===== config.mk =====
export PLATFORM = sky130hd
export DESIGN_NAME = http_request_head_parser
export DESIGN_NICKNAME = d
export VERILOG_FILES = /design/src/rtl/hrp_pkg.sv /design/src/rtl/hrp_hdr_scan.sv /design/src/rtl/hrp_core.sv /design/src/rtl/hrp_res_queue.sv /design/src/rtl/http_request_head_parser.sv
export SDC_FILE = /design/constraint.sdc
export NUM_CORES = 1
export LEC_CHECK = 0
export CORE_ASPECT_RATIO = 1.4
export CORE_MARGIN = 2
export CORE_UTILIZATION = 58
export CTS_BUF_LIST = sky130_fd_sc_hd__clkbuf_16
export CTS_CLUSTER_SIZE = 12
export DETAILED_ROUTE_END_ITERATION = 6
export DONT_BUFFER_PORTS = 1
export HOLD_SLACK_MARGIN = 0.15
export PLACE_DENSITY = 0.79
export SYNTH_ARGS = -nofsm -noshare
export SYNTH_HDL_FRONTEND = slang
export SYNTH_SLANG_ARGS = --single-unit

===== constraint.sdc =====
create_clock -name i_clk -period 14.3 [get_ports i_clk]
set_input_delay 2.86 -clock i_clk [delete_from_list [all_inputs] [get_ports i_clk]]
set_output_delay 2.86 -clock i_clk [all_outputs]
set_load 0.02 [all_outputs]

===== src/rtl/hrp_pkg.sv =====
package hrp_pkg;

    localparam int COUNT_BITS = 24;
    localparam int CMP_W      = (COUNT_BITS > 24) ? COUNT_BITS : 24;

    localparam logic [COUNT_BITS-1:0] BODY_MAX = '1;
    localparam logic [24:0]           NUM_SAT  = 25'h1FF_FFFF;
    localparam logic [3:0]            KEY_LEN  = 4'd15;

    localparam logic [7:0] CH_CR    = 8'h0D;
    localparam logic [7:0] CH_LF    = 8'h0A;
    localparam logic [7:0] CH_SP    = 8'h20;
    localparam logic [7:0] CH_TAB   = 8'h09;
    localparam logic [7:0] CH_PLUS  = 8'h2B;
    localparam logic [7:0] CH_MINUS = 8'h2D;

    // configuration register indexes (byte address = 4 * index)
    localparam logic [1:0] REG_MAX_METHOD  = 2'd0;
    localparam logic [1:0] REG_MAX_PATH    = 2'd1;
    localparam logic [1:0] REG_MAX_VERSION = 2'd2;
    localparam logic [1:0] REG_MAX_CL      = 2'd3;

    localparam logic [7:0]  RST_MAX_METHOD  = 8'd15;
    localparam logic [9:0]  RST_MAX_PATH    = 10'd255;
    localparam logic [7:0]  RST_MAX_VERSION = 8'd15;
    localparam logic [23:0] RST_MAX_CL      = 24'd262144;

    typedef enum logic [2:0] {
        PH_METHOD  = 3'd0,
        PH_PATH    = 3'd1,
        PH_VERSION = 3'd2,
        PH_HEADERS = 3'd3,
        PH_BODY    = 3'd4
    } t_phase;

    typedef enum logic [2:0] {
        CLS_METHOD  = 3'd0,
        CLS_PATH    = 3'd1,
        CLS_VERSION = 3'd2,
        CLS_HEADER  = 3'd3,
        CLS_BODY    = 3'd4,
        CLS_SEP     = 3'd5
    } t_class;

    typedef enum logic [2:0] {
        ERR_NONE        = 3'd0,
        ERR_METHOD_LEN  = 3'd1,
        ERR_PATH_LEN    = 3'd2,
        ERR_VERSION_LEN = 3'd3,
        ERR_CONTENT_LEN = 3'd4
    } t_err;

    typedef enum logic [1:0] {
        NUM_NONE   = 2'd0,
        NUM_SKIP   = 2'd1,
        NUM_DIGITS = 2'd2,
        NUM_DONE   = 2'd3
    } t_num;

    typedef struct packed {
        logic [7:0]  max_method;
        logic [9:0]  max_path;
        logic [7:0]  max_version;
        logic [23:0] max_cl;
    } t_cfg;

    typedef struct packed {
        logic [3:0]  match_index;
        t_num        num_phase;
        logic [24:0] value;
        logic        negative;
    } t_scan;

    typedef struct packed {
        t_phase                phase;
        logic [9:0]            field_count;
        logic                  cr_held;
        logic                  line_empty;
        t_scan                 scan;
        logic [COUNT_BITS-1:0] body;
        t_err                  err;
    } t_state;

    typedef struct packed {
        logic [7:0]  out_byte;
        t_class      byte_class;
        logic        field_end;
        t_err        error_code;
        logic        headers_done;
        logic        request_complete;
        logic [23:0] declared_len;
        logic [23:0] body_count;
        logic        last_of_run;
    } t_result;

    localparam t_state STATE_RESET = '{
        phase:       PH_METHOD,
        field_count: 10'd0,
        cr_held:     1'b0,
        line_empty:  1'b1,
        scan:        '{match_index: 4'd0, num_phase: NUM_NONE, value: 25'd0, negative: 1'b0},
        body:        '0,
        err:         ERR_NONE
    };

    function automatic logic [7:0] key_char(input logic [3:0] idx);
        unique case (idx)
            4'd0:    key_char = "c";
            4'd1:    key_char = "o";
            4'd2:    key_char = "n";
            4'd3:    key_char = "t";
            4'd4:    key_char = "e";
            4'd5:    key_char = "n";
            4'd6:    key_char = "t";
            4'd7:    key_char = "-";
            4'd8:    key_char = "l";
            4'd9:    key_char = "e";
            4'd10:   key_char = "n";
            4'd11:   key_char = "g";
            4'd12:   key_char = "t";
            4'd13:   key_char = "h";
            4'd14:   key_char = ":";
            default: key_char = 8'h00;
        endcase
    endfunction

    // reported length: zero when negative, clipped to 24 bits
    function automatic logic [23:0] cl_value(input logic neg, input logic [24:0] val);
        if (neg) begin
            cl_value = 24'd0;
        end else if (val[24]) begin
            cl_value = 24'hFF_FFFF;
        end else begin
            cl_value = val[23:0];
        end
    endfunction

    function automatic logic count_reached(input logic [COUNT_BITS-1:0] body,
                                           input logic [23:0] cl);
        count_reached = CMP_W'(body) >= CMP_W'(cl);
    endfunction

    function automatic t_class phase_class(input t_phase ph);
        unique case (ph)
            PH_METHOD:  phase_class = CLS_METHOD;
            PH_PATH:    phase_class = CLS_PATH;
            PH_VERSION: phase_class = CLS_VERSION;
            PH_HEADERS: phase_class = CLS_HEADER;
            default:    phase_class = CLS_BODY;
        endcase
    endfunction

    function automatic t_result make_res(input logic [7:0] b, input t_class cls,
                                         input logic fe, input t_err err,
                                         input logic hd, input logic done,
                                         input logic [23:0] cl,
                                         input logic [23:0] bc);
        t_result r;
        r.out_byte         = b;
        r.byte_class       = cls;
        r.field_end        = (err == ERR_NONE) ? fe : 1'b0;
        r.error_code       = err;
        r.headers_done     = hd;
        r.request_complete = done;
        r.declared_len     = cl;
        r.body_count       = bc;
        r.last_of_run      = 1'b0;
        make_res = r;
    endfunction

endpackage


===== src/rtl/hrp_hdr_scan.sv =====
// Content-length key match and number decode for one header byte.
module hrp_hdr_scan (
    input  logic [7:0]          i_byte,
    input  hrp_pkg::t_scan      i_scan,
    input  logic [23:0]         i_max_cl,
    output hrp_pkg::t_scan      o_scan,
    output logic                o_err
);

    logic [7:0]  low_byte;
    logic        is_digit;
    logic [28:0] acc;
    logic [24:0] acc_sat;
    logic [3:0]  match_inc;

    assign low_byte  = (i_byte >= "A" && i_byte <= "Z") ? i_byte + 8'd32 : i_byte;
    assign is_digit  = (i_byte >= "0") && (i_byte <= "9");
    assign match_inc = i_scan.match_index + 4'd1;

    // value * 10 + digit, clipped at the 25-bit ceiling
    assign acc     = ({4'd0, i_scan.value} << 3) + ({4'd0, i_scan.value} << 1)
                   + {25'd0, i_byte[3:0]};
    assign acc_sat = (acc > {4'd0, hrp_pkg::NUM_SAT}) ? hrp_pkg::NUM_SAT : acc[24:0];

    always_comb begin
        o_scan = i_scan;
        o_err  = 1'b0;
        unique case (i_scan.num_phase)
            hrp_pkg::NUM_NONE: begin
                if (i_scan.match_index < hrp_pkg::KEY_LEN &&
                    low_byte == hrp_pkg::key_char(i_scan.match_index)) begin
                    o_scan.match_index = match_inc;
                    if (match_inc == hrp_pkg::KEY_LEN) begin
                        o_scan.num_phase = hrp_pkg::NUM_SKIP;
                    end
                end else begin
                    o_scan.match_index = (low_byte == "c") ? 4'd1 : 4'd0;
                end
            end
            hrp_pkg::NUM_DONE: begin
            end
            default: begin
                priority if (i_scan.num_phase == hrp_pkg::NUM_SKIP &&
                             (i_byte == hrp_pkg::CH_SP || i_byte == hrp_pkg::CH_TAB)) begin
                end else if (i_scan.num_phase == hrp_pkg::NUM_SKIP &&
                             i_byte == hrp_pkg::CH_PLUS) begin
                    o_scan.num_phase = hrp_pkg::NUM_DIGITS;
                end else if (i_scan.num_phase == hrp_pkg::NUM_SKIP &&
                             i_byte == hrp_pkg::CH_MINUS) begin
                    o_scan.negative  = 1'b1;
                    o_scan.num_phase = hrp_pkg::NUM_DIGITS;
                end else if (is_digit) begin
                    o_scan.num_phase = hrp_pkg::NUM_DIGITS;
                    o_scan.value     = acc_sat;
                    o_err = i_scan.negative ? (acc_sat != 25'd0)
                                            : (acc_sat > {1'b0, i_max_cl});
                end else begin
                    o_scan.num_phase = hrp_pkg::NUM_DONE;
                end
            end
        endcase
    end

endmodule


===== src/rtl/hrp_core.sv =====
// Parser state and per-byte step: up to two results per byte.
module hrp_core (
    input  logic              i_clk,
    input  logic              i_rst_n,
    input  logic              i_take,
    input  logic [7:0]        i_data,
    input  logic              i_first,
    input  hrp_pkg::t_cfg     i_cfg,
    output logic [1:0]        o_cnt,
    output hrp_pkg::t_result  o_res0,
    output hrp_pkg::t_result  o_res1
);

    hrp_pkg::t_state  r_state;
    hrp_pkg::t_state  n_state;
    hrp_pkg::t_state  cur;
    hrp_pkg::t_state  pre;
    hrp_pkg::t_scan   scan_next;
    logic             scan_err;
    hrp_pkg::t_result cr_res;
    hrp_pkg::t_result b_res;
    hrp_pkg::t_result res0;
    hrp_pkg::t_result res1;
    logic             has_cr;
    logic             has_b;
    logic [1:0]       cnt;
    logic [9:0]       lim;
    logic [23:0]      cl_cur;
    logic [23:0]      bc_cur;

    assign cur    = i_first ? hrp_pkg::STATE_RESET : r_state;
    assign cl_cur = hrp_pkg::cl_value(cur.scan.negative, cur.scan.value);
    assign bc_cur = 24'(cur.body);

    hrp_hdr_scan u_scan (
        .i_byte   (i_data),
        .i_scan   (cur.scan),
        .i_max_cl (i_cfg.max_cl),
        .o_scan   (scan_next),
        .o_err    (scan_err)
    );

    always_comb begin
        n_state = cur;
        pre     = cur;
        cr_res  = '0;
        b_res   = '0;
        res0    = '0;
        res1    = '0;
        has_cr  = 1'b0;
        has_b   = 1'b0;
        cnt     = 2'd0;
        lim     = (cur.phase == hrp_pkg::PH_METHOD) ? {2'd0, i_cfg.max_method}
                                                    : i_cfg.max_path;
        priority if (cur.err != hrp_pkg::ERR_NONE) begin
            // stopped: echo bytes with the frozen phase
            res0 = hrp_pkg::make_res(i_data, hrp_pkg::phase_class(cur.phase), 1'b0,
                                     cur.err, 1'b0, 1'b0, cl_cur, bc_cur);
            cnt  = 2'd1;
        end else if (cur.cr_held && i_data == hrp_pkg::CH_LF) begin
            n_state.cr_held = 1'b0;
            cnt = 2'd2;
            priority if (cur.phase == hrp_pkg::PH_VERSION) begin
                res0 = hrp_pkg::make_res(hrp_pkg::CH_CR, hrp_pkg::CLS_SEP, 1'b1,
                                         hrp_pkg::ERR_NONE, 1'b0, 1'b0, cl_cur, bc_cur);
                res1 = hrp_pkg::make_res(i_data, hrp_pkg::CLS_SEP, 1'b0,
                                         hrp_pkg::ERR_NONE, 1'b0, 1'b0, cl_cur, bc_cur);
                n_state.phase       = hrp_pkg::PH_HEADERS;
                n_state.field_count = 10'd0;
                n_state.line_empty  = 1'b1;
            end else if (cur.line_empty) begin
                // empty line: end of the header block
                res0 = hrp_pkg::make_res(hrp_pkg::CH_CR, hrp_pkg::CLS_SEP, 1'b0,
                                         hrp_pkg::ERR_NONE, 1'b0, 1'b0, cl_cur, bc_cur);
                res1 = hrp_pkg::make_res(i_data, hrp_pkg::CLS_SEP, 1'b0,
                                         hrp_pkg::ERR_NONE, 1'b1,
                                         hrp_pkg::count_reached(cur.body, cl_cur),
                                         cl_cur, bc_cur);
                n_state.phase = hrp_pkg::PH_BODY;
            end else begin
                res0 = hrp_pkg::make_res(hrp_pkg::CH_CR, hrp_pkg::CLS_SEP, 1'b1,
                                         hrp_pkg::ERR_NONE, 1'b0, 1'b0, cl_cur, bc_cur);
                res1 = hrp_pkg::make_res(i_data, hrp_pkg::CLS_SEP, 1'b0,
                                         hrp_pkg::ERR_NONE, 1'b0, 1'b0, cl_cur, bc_cur);
                n_state.line_empty  = 1'b1;
                n_state.field_count = 10'd0;
            end
        end else begin
            // a held CR not followed by LF is a plain byte of its field
            if (cur.cr_held) begin
                pre.cr_held = 1'b0;
                if (cur.phase == hrp_pkg::PH_VERSION) begin
                    pre.field_count = cur.field_count + 10'd1;
                end else begin
                    pre.line_empty = 1'b0;
                end
                has_cr = 1'b1;
                cr_res = hrp_pkg::make_res(hrp_pkg::CH_CR, hrp_pkg::phase_class(cur.phase),
                                           1'b0, hrp_pkg::ERR_NONE, 1'b0, 1'b0,
                                           cl_cur, bc_cur);
            end
            n_state = pre;
            has_b   = 1'b1;
            unique case (pre.phase)
                hrp_pkg::PH_METHOD, hrp_pkg::PH_PATH: begin
                    priority if (pre.field_count >= lim) begin
                        n_state.err = (pre.phase == hrp_pkg::PH_METHOD) ?
                                      hrp_pkg::ERR_METHOD_LEN : hrp_pkg::ERR_PATH_LEN;
                        b_res = hrp_pkg::make_res(i_data, hrp_pkg::phase_class(pre.phase),
                                                  1'b0, n_state.err, 1'b0, 1'b0,
                                                  cl_cur, bc_cur);
                    end else if (i_data == hrp_pkg::CH_SP) begin
                        b_res = hrp_pkg::make_res(i_data, hrp_pkg::CLS_SEP, 1'b1,
                                                  hrp_pkg::ERR_NONE, 1'b0, 1'b0,
                                                  cl_cur, bc_cur);
                        n_state.phase = (pre.phase == hrp_pkg::PH_METHOD) ?
                                        hrp_pkg::PH_PATH : hrp_pkg::PH_VERSION;
                        n_state.field_count = 10'd0;
                    end else begin
                        n_state.field_count = pre.field_count + 10'd1;
                        b_res = hrp_pkg::make_res(i_data, hrp_pkg::phase_class(pre.phase),
                                                  1'b0, hrp_pkg::ERR_NONE, 1'b0, 1'b0,
                                                  cl_cur, bc_cur);
                    end
                end
                hrp_pkg::PH_VERSION: begin
                    priority if (pre.field_count >= {2'd0, i_cfg.max_version}) begin
                        n_state.err = hrp_pkg::ERR_VERSION_LEN;
                        b_res = hrp_pkg::make_res(i_data, hrp_pkg::CLS_VERSION, 1'b0,
                                                  hrp_pkg::ERR_VERSION_LEN, 1'b0, 1'b0,
                                                  cl_cur, bc_cur);
                    end else if (i_data == hrp_pkg::CH_CR) begin
                        n_state.cr_held = 1'b1;
                        has_b = 1'b0;
                    end else begin
                        n_state.field_count = pre.field_count + 10'd1;
                        b_res = hrp_pkg::make_res(i_data, hrp_pkg::CLS_VERSION, 1'b0,
                                                  hrp_pkg::ERR_NONE, 1'b0, 1'b0,
                                                  cl_cur, bc_cur);
                    end
                end
                hrp_pkg::PH_HEADERS: begin
                    n_state.scan = scan_next;
                    if (scan_err) begin
                        n_state.err = hrp_pkg::ERR_CONTENT_LEN;
                    end
                    if (i_data == hrp_pkg::CH_CR && !scan_err) begin
                        n_state.cr_held = 1'b1;
                        has_b = 1'b0;
                    end else begin
                        n_state.line_empty = 1'b0;
                        b_res = hrp_pkg::make_res(i_data, hrp_pkg::CLS_HEADER, 1'b0,
                                                  n_state.err, 1'b0, 1'b0,
                                                  hrp_pkg::cl_value(scan_next.negative,
                                                                    scan_next.value),
                                                  bc_cur);
                    end
                end
                default: begin
                    n_state.body = (pre.body == hrp_pkg::BODY_MAX) ? pre.body
                                                                   : pre.body + 1'b1;
                    b_res = hrp_pkg::make_res(i_data, hrp_pkg::CLS_BODY, 1'b0,
                                              hrp_pkg::ERR_NONE, 1'b0,
                                              hrp_pkg::count_reached(n_state.body, cl_cur),
                                              cl_cur, 24'(n_state.body));
                end
            endcase
            if (has_cr) begin
                res0 = cr_res;
                res1 = b_res;
                cnt  = has_b ? 2'd2 : 2'd1;
            end else begin
                res0 = b_res;
                cnt  = has_b ? 2'd1 : 2'd0;
            end
        end
        if (cnt == 2'd2) begin
            res1.last_of_run = 1'b1;
        end else begin
            res0.last_of_run = 1'b1;
        end
    end

    always_ff @(posedge i_clk) begin
        if (!i_rst_n) begin
            r_state <= hrp_pkg::STATE_RESET;
        end else if (i_take) begin
            r_state <= n_state;
        end
    end

    assign o_cnt  = i_take ? cnt : 2'd0;
    assign o_res0 = res0;
    assign o_res1 = res1;

endmodule


===== src/rtl/hrp_res_queue.sv =====
// Four-entry result queue; takes up to two results a cycle, gives one when read.
module hrp_res_queue (
    input  logic              i_clk,
    input  logic              i_rst_n,
    input  logic [1:0]        i_push_cnt,
    input  hrp_pkg::t_result  i_res0,
    input  hrp_pkg::t_result  i_res1,
    output logic              o_valid,
    input  logic              i_ready,
    output hrp_pkg::t_result  o_res,
    output logic              o_room
);

    hrp_pkg::t_result r_entry [4];
    logic [1:0]       r_head;
    logic [1:0]       r_tail;
    logic [2:0]       r_count;
    logic [1:0]       tail_p1;
    logic             pop;

    assign tail_p1 = r_tail + 2'd1;
    assign pop     = o_valid && i_ready;
    assign o_valid = (r_count != 3'd0);
    assign o_res   = r_entry[r_head];
    // two free slots guaranteed without looking at this cycle's pop
    assign o_room  = (r_count <= 3'd2);

    always_ff @(posedge i_clk) begin
        if (i_push_cnt != 2'd0) begin
            r_entry[r_tail] <= i_res0;
        end
        if (i_push_cnt == 2'd2) begin
            r_entry[tail_p1] <= i_res1;
        end
    end

    always_ff @(posedge i_clk) begin
        if (!i_rst_n) begin
            r_head  <= 2'd0;
            r_tail  <= 2'd0;
            r_count <= 3'd0;
        end else begin
            r_tail  <= r_tail + i_push_cnt;
            r_count <= r_count + {1'b0, i_push_cnt} - {2'd0, pop};
            if (pop) begin
                r_head <= r_head + 2'd1;
            end
        end
    end

endmodule


===== src/rtl/http_request_head_parser.sv =====
// Request head parser: one request byte per item in, one tagged result per item out.
// Each accepted byte gives zero, one or two results: a CR in the version line or
// a header line gives nothing until the next byte shows whether it ends the line,
// and that next byte then yields the CR and itself, unless it is held as a new CR.
// The block takes one byte per cycle whenever its four-entry result queue holds two or
// fewer results, so one-result bytes stream at one per cycle while the output is
// ready; a two-result byte writes both into the queue at once. An accepted byte
// passes the input register, then the step logic writes its results into the queue.
// An error is sticky until a byte with first_byte set arrives and restarts parsing.
// Limits and the maximum content length are written over the APB port at byte
// addresses 0, 4, 8 and 12 and should be changed only while the block is idle.
module http_request_head_parser (
    input  logic        i_clk,
    input  logic        i_rst_n,

    input  logic        i_in_valid,
    output logic        o_in_ready,
    input  logic [7:0]  i_data_byte,
    input  logic        i_first_byte,

    output logic        o_out_valid,
    input  logic        i_out_ready,
    output logic [7:0]  o_out_byte,
    output logic [2:0]  o_byte_class,
    output logic        o_field_end,
    output logic [2:0]  o_error_code,
    output logic        o_headers_done,
    output logic        o_request_complete,
    output logic [23:0] o_declared_len,
    output logic [23:0] o_body_count,
    output logic        o_last_of_run,

    input  logic        psel,
    input  logic        penable,
    input  logic        pwrite,
    input  logic [3:0]  paddr,
    input  logic [31:0] pwdata,
    output logic [31:0] prdata,
    output logic        pready
);

    logic             r_in_valid;
    logic [7:0]       r_in_data;
    logic             r_in_first;
    hrp_pkg::t_cfg    r_cfg;
    logic             take;
    logic             room;
    logic [1:0]       push_cnt;
    hrp_pkg::t_result res0;
    hrp_pkg::t_result res1;
    hrp_pkg::t_result head;
    logic             cfg_wr;

    assign take       = r_in_valid && room;
    assign o_in_ready = !r_in_valid || take;

    always_ff @(posedge i_clk) begin
        if (!i_rst_n) begin
            r_in_valid <= 1'b0;
        end else if (i_in_valid && o_in_ready) begin
            r_in_valid <= 1'b1;
        end else if (take) begin
            r_in_valid <= 1'b0;
        end
    end

    always_ff @(posedge i_clk) begin
        if (i_in_valid && o_in_ready) begin
            r_in_data  <= i_data_byte;
            r_in_first <= i_first_byte;
        end
    end

    // configuration registers
    assign pready = 1'b1;
    assign cfg_wr = psel && penable && pwrite;

    always_ff @(posedge i_clk) begin
        if (!i_rst_n) begin
            r_cfg.max_method  <= hrp_pkg::RST_MAX_METHOD;
            r_cfg.max_path    <= hrp_pkg::RST_MAX_PATH;
            r_cfg.max_version <= hrp_pkg::RST_MAX_VERSION;
            r_cfg.max_cl      <= hrp_pkg::RST_MAX_CL;
        end else if (cfg_wr) begin
            unique case (paddr[3:2])
                hrp_pkg::REG_MAX_METHOD:  r_cfg.max_method  <= pwdata[7:0];
                hrp_pkg::REG_MAX_PATH:    r_cfg.max_path    <= pwdata[9:0];
                hrp_pkg::REG_MAX_VERSION: r_cfg.max_version <= pwdata[7:0];
                default:                  r_cfg.max_cl      <= pwdata[23:0];
            endcase
        end
    end

    always_comb begin
        unique case (paddr[3:2])
            hrp_pkg::REG_MAX_METHOD:  prdata = {24'd0, r_cfg.max_method};
            hrp_pkg::REG_MAX_PATH:    prdata = {22'd0, r_cfg.max_path};
            hrp_pkg::REG_MAX_VERSION: prdata = {24'd0, r_cfg.max_version};
            default:                  prdata = {8'd0, r_cfg.max_cl};
        endcase
    end

    hrp_core u_core (
        .i_clk   (i_clk),
        .i_rst_n (i_rst_n),
        .i_take  (take),
        .i_data  (r_in_data),
        .i_first (r_in_first),
        .i_cfg   (r_cfg),
        .o_cnt   (push_cnt),
        .o_res0  (res0),
        .o_res1  (res1)
    );

    hrp_res_queue u_queue (
        .i_clk      (i_clk),
        .i_rst_n    (i_rst_n),
        .i_push_cnt (push_cnt),
        .i_res0     (res0),
        .i_res1     (res1),
        .o_valid    (o_out_valid),
        .i_ready    (i_out_ready),
        .o_res      (head),
        .o_room     (room)
    );

    assign o_out_byte         = head.out_byte;
    assign o_byte_class       = head.byte_class;
    assign o_field_end        = head.field_end;
    assign o_error_code       = head.error_code;
    assign o_headers_done     = head.headers_done;
    assign o_request_complete = head.request_complete;
    assign o_declared_len     = head.declared_len;
    assign o_body_count       = head.body_count;
    assign o_last_of_run      = head.last_of_run;

endmodule


==> results of run 1 <==
## area by class of cell
class,instances,share of cell area (%)
multi-input combinational,2218,54.3
clock inverter,34,0.709
sequential,407,36.7
tap,630,2.66
inverter,97,1.23
clock buffer,43,3.63
timing repair buffer,31,0.785
## metrics by stage
stage / area [sq um] / power [uW] / util (%)
final: 29600 / 2890 / 61.9
after global routing: 29600 / 2970 / 61.9
after CTS: 29600 / 2900 / 61.9
after detailed placement: 28400 / 1860 / 59.2
after global placement: 28400 / 1850 / 59.2
after floorplan: 28100 / 1760 / -
## cell families after synthesis
| kind of cell | after synthesis | share of synthesized area [%] |
|---|---|---|
| AOI/OAI and AO/OA | 817 | 19.4 |
| xor gates and xnor gates | 57 | 1.86 |
| adders and majority gates | 161 | 7.22 |
| buffers and inverters | 299 | 4.55 |
| DFF | 407 | 38.7 |
| muxes | 233 | 11.8 |
| other | 2 | 0.0267 |
| and+or+nand+nor | 941 | 16.5 |
## critical path, cell delays in order (launching register included)
cell and delay (ns):
edfxtp_1 0.37, buf_4 0.29, nor4b_4 0.67, and3_1 0.34, mux2i_1 0.65, ha_1 0.37, a21o_1 0.18, a21o_1 0.16
a211o_1 0.31, a211oi_2 0.45, a21o_1 0.29, nand2_1 0.09, nor2_1 0.33, inv_1 0.31, ha_1 0.37, nand2b_1 0.17
a21oi_2 0.51, nand4_1 0.95, o31ai_4 0.60, buf_4 0.80
## flip-flops by register name, summed over array words and instances, names as in the netlist, named ones only
register / count
r_cfg: 50
u_queue.r_head: 2
r_in_valid: 1
r_in_data: 8
u_queue.r_count: 3
u_queue.r_tail: 2
u_queue.r_entry: 264
u_core.r_state: 74
r_in_first: 1
## power by group through the flow
| stage | logic [uW] | registers (uW) | clock network [uW] |
|---|---|---|---|
| finish | 482 | 1350 | 1060 |
| global route | 510 | 1360 | 1110 |
| CTS | 487 | 1350 | 1060 |
| global placement | 475 | 1370 | 0 |
| floorplan | 415 | 1350 | 0 |
| detailed placement | 485 | 1380 | 0 |
## metal layers
metal	GRT usage [%]	up-vias
met5	0	-
met4	17.7	0
met3	5.94	320
met2	57.2	1435
met1	40.9	11334
li1	-	10634
## final timing paths
check | startpoint | to | cells after the start
max | r_in_first | u_queue.r_entry[0][36] | 19
min | u_core.r_state[49] | u_core.r_state[49] | 2
max reg2reg | r_in_first | u_queue.r_entry[0][36] | 19
min reg2reg | u_core.r_state[49] | u_core.r_state[49] | 2
## placed cells by master (no fill, tap or decap), drive strengths merged, types with 20 or more instances in the layout
cell,netlist,final
nand2,318,318
a31oi,20,20
clkbuf,121,43
nor2,222,222
o32ai,25,25
a32oi,21,21
ha,159,159
a22oi,59,59
a211oi,27,27
nand3,64,64
a21o,39,39
mux2,37,37
xor2,23,23
o31ai,21,21
xnor2,34,34
edfxtp,273,273
buf,81,31
nor2b,85,85
inv,96,122
nand2b,31,31
o21ai,181,181
dfxtp,134,134
nand4,40,40
mux2i,122,122
and2,47,47
mux4,74,74
a21boi,65,65
o211ai,20,20
nor3,49,49
a21oi,221,221
==> reports/metrics.yaml, run 1 <==
post_cts_resized: 0
cp.required_ns: 14.49
overflow: 0
seq_area_sq_um: 10900
combPwrFrac_pct: 16.7
vdd_drop_max_mv: 0.141
first_pass_iters: 7
start_kind: "flop"
routed-wl-met2_um: 41300
grt_max_degree: 133
routed_via_density: 6.86
area_growth_pct: 5.47
grt_pass1_vias: 23627
cts_sinks: 407
hold_viol: 0
min_period_over_period_pct: 61.1
skew_ns: 0.0127
fill_cells: 3870
gr-usage-all-layers_pct: 33.7
grt_pass1_wl_um: 133000
power_leakage_uw: 0.0112
core_area_sq_um: 47900
numCtsBuffers: 42
p_seq_share_pct: 46.8
setup-violations-final: 0
clock_path_buffers: 3
fin_nets: 3010
fin_crit_ns: 8.74
crit_type: "flop to flop"
finalWorstSetupSlack_ns: 5.56
synth_common_cells: "nand2_1, edfxtp_1, nor2_1"
synthArstFlopShare_pct: 0
instances_no_fill: 3460
start_util_pct: 58.7
postCtsSetupBuffers: 0
pwr-share-clk_pct: 36.6
wl_met3_um: 8410
syn_inst: 2917
drt-initial-drc-count: 2582
hp-class: "flop to flop"
dp_hpwl_um: 60400
place_ws_ns: 5.85
worst_pin_slew_ns: 1.35
synth_flop_cell: "edfxtp_1"
hold_slack_ns: 0.454
layout-drive-gt1-share_pct: 10.2
place_inst: 3383
htree_levels: 2
syn_avg_cell_area_sq_um: 9.64
synth_edf_count: 273
clockRootBuffer: "clkbuf_16"
io_buffer_count: 0
swShare_pct: 28.6
tritoncts: "done"
die_height_um: 265
routedWlPerCell_um: 24.8
met1_length_um: 31100
rows: 95
fmax_mhz: 114
cp.arrival_ns: 8.94
synth_area_sq_um: 28100
cp-end-kind: "flop"
antenna_left: 0
setup_tns_ns: 0
die_x_um: 190
yosys-top-cells-area: "edfxtp_1, dfxtp_1, ha_1, mux4_2, mux2i_1"
hold_buffers: 0
maxUsedRoutingLayer: "met4"
ff2ff_setup_slack_ns: 5.56
status: "complete, no violations"
power.switching_uw: 826
power.density_nw_per_um2: 97.5
antenna_cells: 0
dieArea_sq_um: 50300
synth_top_area_share_pct: 29.2
ys_ff_latch: 407
drv_cap: 0
cp_max_fo: 54
clock_latency_ns: 0.57
cts.reportedPaths.clkPinSlew_ns: 0.06
yosysMostFrequentCell: "nand2_1"
synth-seq-area-share_pct: 38.7
grt_antenna_before_repair: 0
rsz0062_at_grt: "false"
p_int_uw: 2060
num_vias: 23723
ys_warn_count: 0
multi_input_area_sq_um: 16100
timing.final.max_slew_violations: 0
drcViolationCount: 0
relSlewSlack_pct: 9.67
ys_types: 113
routed_wl_um: 85800
ios: 153
gp_congestion: 0.996
synth_top_area_cell: "edfxtp_1"
Note: power is estimated with default switching activity, not from simulation.
==> run 2: changes to the inputs <==
Settings changed: PLACE_DENSITY 0.79 to 0.81.
Clock period 14.3 ns to 7 ns, I/O delays scaled along.
==> run 2 against run 1 <==
  * Fmax is 31% higher
  * Total power is 110% higher
  * Final area is 1.4% higher
  * Non-clock buffer count is 36 higher
==> reports/metrics.yaml, run 2 (synthesis results as in run 1) <==
grt_pass1_vias: 23528
vdd_drop_max_mv: 0.211
drt-initial-drc-count: 2924
cts_sinks: 407
gr-usage-all-layers_pct: 33.9
cp-end-kind: "flop"
gp_congestion: 0.978
relSlewSlack_pct: 12.8
drcViolationCount: 0
hold_viol: 0
rsz0062_at_grt: "false"
final_cell_mix: "nand2_1, edfxtp_1, nor2_1, a21oi_1, o21ai_0"
slowest_stage: "edfxtp_1"
routed_wl_um: 86600
min_period_over_period_pct: 95.6
cpPeakStageDelay_ns: 0.58
die_height_um: 265
power_leakage_uw: 0.0114
status: "complete, no violations"
utilization_pct: 62.8
crit_family: "compound AO/OA/AOI/OAI gates"
postPlaceCellArea_sq_um: 28700
routedWlPerCell_um: 24.8
numCtsBuffers: 43
crit_type: "flop to flop"
crit_top_cell: "o21ai_0"
clockRootBuffer: "clkbuf_16"
hold_buffers: 0
grt_max_degree: 133
clock_path_buffers: 3
worst_pin_slew_ns: 1.30
first_pass_iters: 7
skew_ns: 0.0260
path_buf_inv: 3
dieArea_sq_um: 50300
routed_via_density: 6.86
reg_top3: "u_queue.r_entry (264), u_core.r_state (74), r_cfg (50)"
top_register: "u_queue.r_entry"
cts.reportedPaths.clkPinSlew_ns: 0.06
overflow: 0
dp_hpwl_um: 62200
ios: 153
hp-class: "flop to flop"
core_area_sq_um: 47900
timing.final.max_slew_violations: 0
cp.required_ns: 7.31
start_util_pct: 58.7
path_cells: "buf_12 -> nor2b_1 -> ha_1 -> ha_1 -> a21oi_1 -> o21ai_0 -> a311o_1 -> a21oi_1 -> o21ai_0 -> mux2_2 -> and3_1 -> buf_4 -> o21ai_0 -> ha_1 -> a21o_1 -> a21o_1 -> a21oi_1 -> o21ai_0 -> a2111oi_1 -> a211oi_1 -> a21oi_2 -> buf_4 -> o31ai_1"
grt_pass1_wl_um: 133000
antenna_left: 0
drv_cap: 0
start_kind: "flop"
design_area_sq_um: 30100
layout-drive-gt1-share_pct: 11.6
rows: 95
die_x_um: 190
fin_crit_ns: 6.69
clock_latency_ns: 0.59
io_buffer_count: 0
num_vias: 23979
cp_max_fo: 27
cp.arrival_ns: 7.00
area_growth_pct: 6.94
power.density_nw_per_um2: 197
antenna_cells: 0
largest_register_ff_count: 264
fmax_mhz: 149
setup-violations-final: 0
fin_nets: 3047
htree_levels: 2
grt_antenna_before_repair: 0
mostFrequentLayoutCell: "nand2_1"
tritoncts: "done"
==> run 2: worst min-delay path, cell delays in order, from the launching register on <==
cell	delay (ns)
dfxtp_1	0.31
nand2_1	0.05
a21boi_1	0.05
==> run 2: per-layer routing <==
metal / vias to the layer above / global-route usage [%] / part of all wire, %
met2: 1467 / 57.3 / 49
li1: 10697 / - / -
met5: - / 0 / 0
met3: 333 / 5.24 / 8.9
met4: 0 / 20.8 / 6.6
met1: 11482 / 40.7 / 36
==> run 2: cell type report <==
cell class	instances	area, sq um
clock buffer	44	1100
fill	3878	17800
multi-input combinational	2218	16100
clock inverter	30	191
tap	630	788
timing repair buffer	67	628
sequential	407	10900
inverter	97	364
==> run 2: worst paths after layout <==
check                           from                     end  slack [ns]  cells past startpoint
setup / recovery          r_in_first  u_queue.r_entry[3][53]        0.31                     23
setup reg to reg          r_in_first  u_queue.r_entry[3][53]        0.31                     23
hold / removal    u_core.r_state[49]      u_core.r_state[49]        0.45                      2
hold reg to reg   u_core.r_state[49]      u_core.r_state[49]        0.45                      2
==> run 2: what timing repair did <==
| action | 4_1_cts | 5_1_grt |
|---|---|---|
| endpoints found under the setup margin | 0 | 52 |
| resized for setup | 0 | 3 |
| setup buffers | 0 | 3 |
==> run 2: report_power, final <==
group / total [uW] / leakage [uW] / switching [uW] / internal (uW)
logic: 991 / 0.00709 / 613 / 377
registers: 2780 / 0.00359 / 113 / 2660
clock network: 2170 / 0.000694 / 986 / 1180
total: 5940 / 0.0114 / 1710 / 4220
==> run 2: per-stage QoR <==
stage / TNS (ns) / setup WS [ns] / hold WS (ns) / instances / total power [uW]
finish: 0 / 0.310 / 0.451 / 3493 / 5940
CTS: 0 / 0.156 / 0.452 / 3490 / 5950
global placement: 0 / 0.322 / 0.436 / 3416 / 3790
floorplan: -0.181 / -0.00274 / 0.425 / 2924 / 3590
global route: 0 / 0.0612 / 0.463 / 3493 / 6090
detailed placement: 0 / 0.228 / 0.443 / 3416 / 3820
